==> config.mk <==
export PLATFORM = sky130hd
export DESIGN_NAME = masked_row_mean_profile
export DESIGN_NICKNAME = d
export VERILOG_FILES = /design/src/rtl/mrmp_pkg.sv /design/src/rtl/mrmp_addsub.sv /design/src/rtl/masked_row_mean_profile.sv
export SDC_FILE = /design/constraint.sdc
export NUM_CORES = 1
export LEC_CHECK = 0
export ABC_AREA = 1
export BUFFER_PORTS_ARGS = -buffer_cell sky130_fd_sc_hd__buf_4
export CORE_AREA = 2 2 137 139
export DETAILED_ROUTE_END_ITERATION = 10
export DIE_AREA = 0 0 139 141
export MAX_ROUTING_LAYER = met4
export PLACE_DENSITY = 0.7
export SLEW_MARGIN = 20
export SYNTH_ARGS = -nofsm -noshare
export SYNTH_HDL_FRONTEND = slang
export SYNTH_SLANG_ARGS = --single-unit
==> constraint.sdc <==
create_clock -name clock -period 3.7 [get_ports clock]
set_clock_uncertainty 0.15 [all_clocks]
set_input_delay 0.185 -clock clock [delete_from_list [all_inputs] [get_ports clock]]
set_output_delay 0.185 -clock clock [all_outputs]
set_load 0.01 [all_outputs]
==> src/rtl/mrmp_pkg.sv <==
`timescale 1ns / 1ps

package mrmp_pkg;

   // Longest run of used pixels counted in one row; later used pixels are dropped.
   localparam int MAX_ROW_PIXELS = 8192;

   localparam int NUM_CHANNELS = 5;
   localparam int CHAN_W       = 8;
   localparam int MASK_W       = 8;
   localparam int FRAC_W       = 8;
   localparam int MEAN_W       = 16;

   localparam int COUNT_W  = $clog2(MAX_ROW_PIXELS + 1);
   localparam int TOTAL_W  = $clog2(MAX_ROW_PIXELS * NUM_CHANNELS * 255 + 1);
   localparam int DEN_W    = $clog2(MAX_ROW_PIXELS * NUM_CHANNELS + 1);
   localparam int REM_W    = DEN_W + 1;
   localparam int ALU_W    = TOTAL_W + 1;
   localparam int STEP_W   = $clog2(MEAN_W);
   localparam int CH_IDX_W = $clog2(NUM_CHANNELS);

   localparam int REQ_DATA_W = MASK_W + NUM_CHANNELS * CHAN_W;

   localparam logic [MEAN_W-1:0] EMPTY_MEAN = MEAN_W'(128 << FRAC_W);

   typedef enum logic [5:0] {
      ST_IDLE   = 6'b000001,
      ST_ADD    = 6'b000010,
      ST_CNT    = 6'b000100,
      ST_DEN    = 6'b001000,
      ST_DIV    = 6'b010000,
      ST_FINISH = 6'b100000
   } state_type;

   typedef struct packed {
      logic [ALU_W-1:0] op_a;
      logic [ALU_W-1:0] op_b;
      logic             sub;
   } alu_req_type;

endpackage

==> src/rtl/mrmp_addsub.sv <==
`timescale 1ns / 1ps

// Shared add/subtract unit. On subtract the top bit is the borrow.
module mrmp_addsub (
   input  mrmp_pkg::alu_req_type         alu_req,
   output logic [mrmp_pkg::ALU_W-1:0]    alu_result
);

   always_comb begin
      if (alu_req.sub) begin
         alu_result = alu_req.op_a - alu_req.op_b;
      end else begin
         alu_result = alu_req.op_a + alu_req.op_b;
      end
   end

endmodule

==> src/rtl/masked_row_mean_profile.sv <==
`timescale 1ns / 1ps

// Masked row mean: pixels arrive one beat each in raster order, tlast marking the
// last pixel of a row. A pixel with a nonzero mask byte adds its five channel
// samples to the row total and bumps the used count (up to MAX_ROW_PIXELS per
// row, later used pixels are ignored). The last pixel of a row produces one
// result beat: row mean total / (5 * count) as unsigned 8.8, truncated, with
// tuser low; a row with no used pixel gives 128.0 (0x8000) with tuser high.
// All arithmetic goes through a single add/subtract unit under a small state
// machine, and req_tready is high only while that machine is idle.
// A masked pixel leaves the machine idle, so the next pixel can be taken in the
// next cycle; a used pixel takes five channel adds plus a count increment.
// A row-end pixel then goes on to the divisor (5 * count), 16 restoring-divide
// steps and loading of the result register; a masked row-end pixel skips the
// adds and the increment, and an empty row skips the divide steps. A result
// beat waits in its own register and only a following row end stalls on it.
module masked_row_mean_profile (
   input  logic                              clock,
   input  logic                              reset,

   input  logic                              req_tvalid,
   output logic                              req_tready,
   // [7:0] mask_value, [15:8] channel_red, [23:16] channel_green,
   // [31:24] channel_blue, [39:32] channel_infrared, [47:40] channel_nadir
   input  logic [mrmp_pkg::REQ_DATA_W-1:0]   req_tdata,
   input  logic                              req_tlast,    // row_end

   output logic                              rsp_tvalid,
   input  logic                              rsp_tready,
   // [15:0] row_mean
   output logic [mrmp_pkg::MEAN_W-1:0]       rsp_tdata,
   // [0] row_empty
   output logic                              rsp_tuser
);

   mrmp_pkg::state_type state_ff, state_in;

   logic [mrmp_pkg::TOTAL_W-1:0]  row_total_ff, row_total_in;
   logic [mrmp_pkg::COUNT_W-1:0]  used_count_ff, used_count_in;
   logic [mrmp_pkg::STEP_W-1:0]   step_ff, step_in;
   logic [mrmp_pkg::CHAN_W-1:0]   chan_ff [mrmp_pkg::NUM_CHANNELS];
   logic                          last_ff, last_in;
   logic [mrmp_pkg::DEN_W-1:0]    den_ff, den_in;
   logic [mrmp_pkg::REM_W-1:0]    rem_ff, rem_in;
   logic [mrmp_pkg::MEAN_W-1:0]   quot_ff, quot_in;   // numerator bits out, quotient bits in
   logic                          empty_ff, empty_in;

   logic                          rsp_valid_ff, rsp_valid_in;
   logic [mrmp_pkg::MEAN_W-1:0]   rsp_mean_ff, rsp_mean_in;
   logic                          rsp_empty_ff, rsp_empty_in;

   mrmp_pkg::alu_req_type         alu_req;
   logic [mrmp_pkg::ALU_W-1:0]    alu_result;
   logic [mrmp_pkg::CHAN_W-1:0]   chan_sel;
   logic [mrmp_pkg::REM_W-1:0]    trial;
   logic                          borrow;
   logic                          req_beat;
   logic                          pix_used;
   logic                          out_free;

   assign req_tready = (state_ff == mrmp_pkg::ST_IDLE);
   assign req_beat   = req_tvalid && req_tready;
   assign pix_used   = (req_tdata[mrmp_pkg::MASK_W-1:0] != '0) &&
                       (used_count_ff < mrmp_pkg::COUNT_W'(mrmp_pkg::MAX_ROW_PIXELS));
   assign out_free   = !rsp_valid_ff || rsp_tready;

   assign rsp_tvalid = rsp_valid_ff;
   assign rsp_tdata  = rsp_mean_ff;
   assign rsp_tuser  = rsp_empty_ff;

   always_comb begin
      if (step_ff[mrmp_pkg::CH_IDX_W-1:0] < mrmp_pkg::CH_IDX_W'(mrmp_pkg::NUM_CHANNELS)) begin
         chan_sel = chan_ff[step_ff[mrmp_pkg::CH_IDX_W-1:0]];
      end else begin
         chan_sel = '0;
      end
   end

   // restoring divide: shift next numerator bit into the partial remainder
   assign trial  = {rem_ff[mrmp_pkg::DEN_W-1:0], quot_ff[mrmp_pkg::MEAN_W-1]};
   assign borrow = alu_result[mrmp_pkg::ALU_W-1];

   // operand steering for the shared unit
   always_comb begin
      alu_req = '0;
      unique case (state_ff) inside
         mrmp_pkg::ST_ADD: begin
            alu_req.op_a = mrmp_pkg::ALU_W'(row_total_ff);
            alu_req.op_b = mrmp_pkg::ALU_W'(chan_sel);
         end
         mrmp_pkg::ST_CNT: begin
            alu_req.op_a = mrmp_pkg::ALU_W'(used_count_ff);
            alu_req.op_b = mrmp_pkg::ALU_W'(1);
         end
         mrmp_pkg::ST_DEN: begin
            // 5 * count = 4 * count + count
            alu_req.op_a = mrmp_pkg::ALU_W'({used_count_ff, 2'b00});
            alu_req.op_b = mrmp_pkg::ALU_W'(used_count_ff);
         end
         mrmp_pkg::ST_DIV: begin
            alu_req.op_a = mrmp_pkg::ALU_W'(trial);
            alu_req.op_b = mrmp_pkg::ALU_W'(den_ff);
            alu_req.sub  = 1'b1;
         end
         mrmp_pkg::ST_IDLE, mrmp_pkg::ST_FINISH: begin
            alu_req = '0;
         end
         default: begin
            alu_req = '0;
         end
      endcase
   end

   mrmp_addsub u_addsub (
      .alu_req    (alu_req),
      .alu_result (alu_result)
   );

   always_comb begin
      state_in      = state_ff;
      row_total_in  = row_total_ff;
      used_count_in = used_count_ff;
      step_in       = step_ff;
      last_in       = last_ff;
      den_in        = den_ff;
      rem_in        = rem_ff;
      quot_in       = quot_ff;
      empty_in      = empty_ff;
      rsp_valid_in  = rsp_valid_ff && !rsp_tready;
      rsp_mean_in   = rsp_mean_ff;
      rsp_empty_in  = rsp_empty_ff;

      unique case (state_ff)
         mrmp_pkg::ST_IDLE: begin
            if (req_beat) begin
               last_in = req_tlast;
               step_in = '0;
               if (pix_used) begin
                  state_in = mrmp_pkg::ST_ADD;
               end else if (req_tlast) begin
                  state_in = mrmp_pkg::ST_DEN;
               end
            end
         end
         mrmp_pkg::ST_ADD: begin
            row_total_in = alu_result[mrmp_pkg::TOTAL_W-1:0];
            if (step_ff == mrmp_pkg::STEP_W'(mrmp_pkg::NUM_CHANNELS - 1)) begin
               step_in  = '0;
               state_in = mrmp_pkg::ST_CNT;
            end else begin
               step_in = step_ff + 1'b1;
            end
         end
         mrmp_pkg::ST_CNT: begin
            used_count_in = alu_result[mrmp_pkg::COUNT_W-1:0];
            state_in      = last_ff ? mrmp_pkg::ST_DEN : mrmp_pkg::ST_IDLE;
         end
         mrmp_pkg::ST_DEN: begin
            den_in  = alu_result[mrmp_pkg::DEN_W-1:0];
            // numerator = total << 8; upper half seeds the remainder
            rem_in  = mrmp_pkg::REM_W'(row_total_ff >> (mrmp_pkg::MEAN_W - mrmp_pkg::FRAC_W));
            quot_in = mrmp_pkg::MEAN_W'({row_total_ff, mrmp_pkg::FRAC_W'(0)});
            step_in = '0;
            if (used_count_ff == '0) begin
               empty_in = 1'b1;
               state_in = mrmp_pkg::ST_FINISH;
            end else begin
               empty_in = 1'b0;
               state_in = mrmp_pkg::ST_DIV;
            end
         end
         mrmp_pkg::ST_DIV: begin
            rem_in  = borrow ? trial : alu_result[mrmp_pkg::REM_W-1:0];
            quot_in = {quot_ff[mrmp_pkg::MEAN_W-2:0], !borrow};
            step_in = step_ff + 1'b1;
            if (step_ff == mrmp_pkg::STEP_W'(mrmp_pkg::MEAN_W - 1)) begin
               state_in = mrmp_pkg::ST_FINISH;
            end
         end
         mrmp_pkg::ST_FINISH: begin
            if (out_free) begin
               rsp_valid_in  = 1'b1;
               rsp_mean_in   = empty_ff ? mrmp_pkg::EMPTY_MEAN : quot_ff;
               rsp_empty_in  = empty_ff;
               row_total_in  = '0;
               used_count_in = '0;
               state_in      = mrmp_pkg::ST_IDLE;
            end
         end
         default: begin
            state_in = mrmp_pkg::ST_IDLE;
         end
      endcase
   end

   always_ff @(posedge clock) begin
      if (reset) begin
         state_ff      <= mrmp_pkg::ST_IDLE;
         row_total_ff  <= '0;
         used_count_ff <= '0;
         step_ff       <= '0;
         rsp_valid_ff  <= 1'b0;
      end else begin
         state_ff      <= state_in;
         row_total_ff  <= row_total_in;
         used_count_ff <= used_count_in;
         step_ff       <= step_in;
         rsp_valid_ff  <= rsp_valid_in;
      end
   end

   always_ff @(posedge clock) begin
      last_ff      <= last_in;
      den_ff       <= den_in;
      rem_ff       <= rem_in;
      quot_ff      <= quot_in;
      empty_ff     <= empty_in;
      rsp_mean_ff  <= rsp_mean_in;
      rsp_empty_ff <= rsp_empty_in;
      if (req_beat) begin
         for (int i = 0; i < mrmp_pkg::NUM_CHANNELS; i++) begin
            chan_ff[i] <= req_tdata[mrmp_pkg::MASK_W + i * mrmp_pkg::CHAN_W +: mrmp_pkg::CHAN_W];
         end
      end
   end

   // a new result only comes out of the finish step
   a_rsp_from_finish: assert property (@(posedge clock) disable iff (reset)
      $rose(rsp_valid_ff) |-> $past(state_ff == mrmp_pkg::ST_FINISH))
      else $error("result beat raised outside finish step");

   a_count_limit: assert property (@(posedge clock) disable iff (reset)
      used_count_ff <= mrmp_pkg::COUNT_W'(mrmp_pkg::MAX_ROW_PIXELS))
      else $error("used count beyond row limit");

   a_rem_below_den: assert property (@(posedge clock) disable iff (reset)
      (state_ff == mrmp_pkg::ST_DIV) |-> (rem_ff < mrmp_pkg::REM_W'(den_ff)))
      else $error("partial remainder not below divisor");

   a_empty_mean: assert property (@(posedge clock) disable iff (reset)
      (rsp_valid_ff && rsp_empty_ff) |-> (rsp_mean_ff == mrmp_pkg::EMPTY_MEAN))
      else $error("empty row without 128.0 mean");

endmodule
==> key figures <==
Outcome
  – Status: finished with violations
  – Failing checks: setup timing

Synth
  – Cell Area, Synth: 8900 µm²
  – Mapped Avg Cell Area: 8.09 µm²
  – Mapped Cells: 1,100
  – Ys async rst share: 0
  – Distinct cell type count after synthesis: 45
  – Synthesis-stage register bit count: 159
  – Leading area contributor after synthesis: edfxtp_1
  – Syn Nets: 1,181
  – Top-area cell type share of the netlist area: 0.361
  – Post-synth top cells: 321 x nand2_1, 116 x inv_1, 107 x edfxtp_1, 107 x nor2_1, 78 x a21oi_1
  – Number of synthesized flops with an enable pin: 107
  – Predominant post-synthesis flop cell: edfxtp_1
  – Most common cell in the netlist: nand2_1
  – Yosys Warn Count: 0
  – Synth top area cells: edfxtp_1 36%, nand2_1 14%, dfxtp_1 12%
  – Seq/Total Area, Yosys: 0.478

Critical path
  – Most used cell along the critical path: nand2_1
  – Critical path type: reg -> reg
  – Crit-path cells: buf_12 -> buf_4 -> nand2_1 -> nand3_1 -> nand2_1 -> nand2_1 -> nand2_1 -> nand2_1 -> buf_4 -> nor2_2 -> nand2_1 -> nor2_4 -> nand3_2 -> nand2_2 -> xor2_1 -> ha_1 -> a21oi_1 -> o21ai_1 -> o21bai_4 -> a21o_1 -> xor2_2 -> nand3_2 -> nand2_2 -> nand2_1
  – Critical Path RT: 3740 ps
  – CP max-delay cell: dfxtp_4
  – Startpoint types: flip-flop
  – Critical path fanouts, max: 7
  – CP max stage delay: 380 ps
  – R2R cell count: 24
  – Worst EP arrival: 4050 ps
  – CP Capture Type: flip-flop

CTS
  – # clock sinks: 159
  – Worst skew pair latency: 440 ps
  – Root Buffer: clkbuf_16
  – H-Tree Depth: 4
  – Clock slew at reported path FFs: 70 ps
  – CTS buffer count: 17
  – CTS tree: built
  – Clock Path Buffers: 2

Pwr
  – Cell leakage power: 0.00587 µW
  – VDD IR-drop max: 919 µV
  – Tot Pwr: 14,000 µW
  – Pwr dens: 1080 nW/µm²

Global route
  – First-pass GRT wire length: 45,600 µm
  – GRT Overall Usage: 0.305
  – Pin count of the biggest net entering global routing: 51
  – Initial antenna violation count: 0
  – Number of global-route vias before repair: 8,709
  – GRT Residual Overflow: 0

Timing
  – Max_slew headroom: 0.420
  – Crit path time final: 4010 ps
  – Tcrit/Tclk final: 1.08
  – Slew Limit Fails: 0
  – Setup violators final: 37
  – PnR worst setup slack: -311 ps
  – Fin. Hold Viols: 0
  – Worst slew pin tran: 861 ps
  – RSZ-0062 raised after global routing: true
  – Max Clk Rate: 249 MHz

Finish
  – Design area: 12,900 µm²
  – Antenna diodes: 0
  – Area grow syn2layout: 45.0%
  – Proportion of layout cells with a drive suffix above 1: 0.350
  – Fillcell total: 1,287
  – Nets: 1,480
  – Final Core Density: 0.706

Placement
  – DP HPWL: 19,300 µm
  – Placed cell area: 10,900 µm²
  – Placer Congestion: 0.929
  – Port buffer count: 71

Detailed routing
  – Number of DRC markers in iteration 0: 1,276
  – Final WL: 29,700 µm
  – Via count: 9,127
  – DRT Pass-1 Iters: 7
  – Wire per inst: 18.1 µm
  – Number of remaining DRC errors: 0
  – Post-route ant nets: 0
  – DR vias/cell: 5.54

Floorplanning
  – Die height: 141 µm
  – Die area: 19,600 µm²
  – Initial Util: 0.487
  – Core Rows: 50
  – Die width: 139 µm
  – I/O pin cnt: 72
  – Core ar.: 18,300 µm²

Hold path
  – Min-Delay Path Class: in -> reg
  – Hold Crit Depth: 2

Flow run
  – Max_cap viols: 0
-- path summary, 6_finish.rpt --
| kind | start | to | slack [ps] |
|---|---|---|---|
| max | flip-flop | rem_ff[13] | -310 |
| min | reset | state_ff[5] | 50 |
| max reg2reg | flip-flop | rem_ff[13] | -310 |
| min reg2reg | row_total_ff[20] | row_total_ff[20] | 330 |
-- final cells by class --
type | instances | area, µm² | area share
inverter | 131 | 507 | 0.0393
sequential | 159 | 4270 | 0.331
timing repair buffer | 314 | 2590 | 0.201
tap | 234 | 293 | 0.0227
clock buffer | 18 | 439 | 0.0340
multi-input combinational | 776 | 4620 | 0.358
clock inverter | 14 | 193 | 0.0149
-- flip-flops by register name, indices dropped and copies added, names as in the netlist, 4 cells and up, named ones only --
name	flops
chan_ff	40
row_total_ff	24
den_ff	16
quot_ff	16
rem_ff	16
rsp_tdata	16
used_count_ff	14
state_ff	6
step_ff	4
-- timing repair --
item | 4_1_cts | 5_1_grt
setup buffers | 15 | 9
hold buffers | 42 | 0
setup endpoints to repair | 43 | 60
resized for setup | 98 | 80
gates cloned | 5 | 0
pin swaps | 53 | 35
hold endpoints to repair | 42 | 0
-- per-stage QoR --
step                setup slack, ps  hold slack, ps  TNS [ps]  cells
CTS                            -148            39.3     -2560   1637
detailed placement             -315             214     -6360   1544
global route                   -430            63.6    -14050   1646
finish                         -311            54.8     -6120   1646
global placement               -256             214     -4370   1544
floorplan                      9.65             134         0   1100
-- worst max-delay path, delay by kind of cell (launching register included) --
family          cells  cell delay (ps)
buf+inv             3              430
compound gates      4              750
simple gates       14             1330
fa+ha+maj           1              300
flops               1              380
xor+xnor            2              410
-- kinds of logic after synthesis --
| kind of cell | Yosys count | share of synthesized area |
|---|---|---|
| compound gates | 151 | 0.0952 |
| xor+xnor | 23 | 0.0226 |
| fa+ha+maj | 28 | 0.0402 |
| buf+inv | 169 | 0.0776 |
| flops | 159 | 0.478 |
| simple gates | 570 | 0.286 |
-- per-layer routing --
| layer | track usage | wire length [µm] |
|---|---|---|
| met1 | 0.393 | 12100 |
| met5 | - | 0 |
| met3 | 0.0482 | 2320 |
| met2 | 0.491 | 14200 |
| met4 | 0.114 | 1160 |
-- report_power, final --
part	leakage [µW]	switching [µW]	internal (µW)	total, µW
Sequential	0.00140	142	2310	2450
Combinational	0.00415	5360	4270	9630
Clock	0.000314	797	1110	1900
Total	0.00587	6290	7690	14000
-- cell usage in the layout, fill, tap and decap left out, types with 18 or more instances in the layout --
cell type,Yosys,routed
nand2_1,321,287
buf_4,1,260
inv_1,116,108
edfxtp_1,107,107
nor2_1,107,89
a21oi_1,78,61
dfxtp_1,52,44
dlygate4sd3_1,0,42
nand3_1,57,39
nand2_2,1,29
nand3_2,12,28
nand4_1,28,28
o21ai_0,41,24
ha_1,27,21
inv_2,15,18
Power figures use the tool's default switching activity.
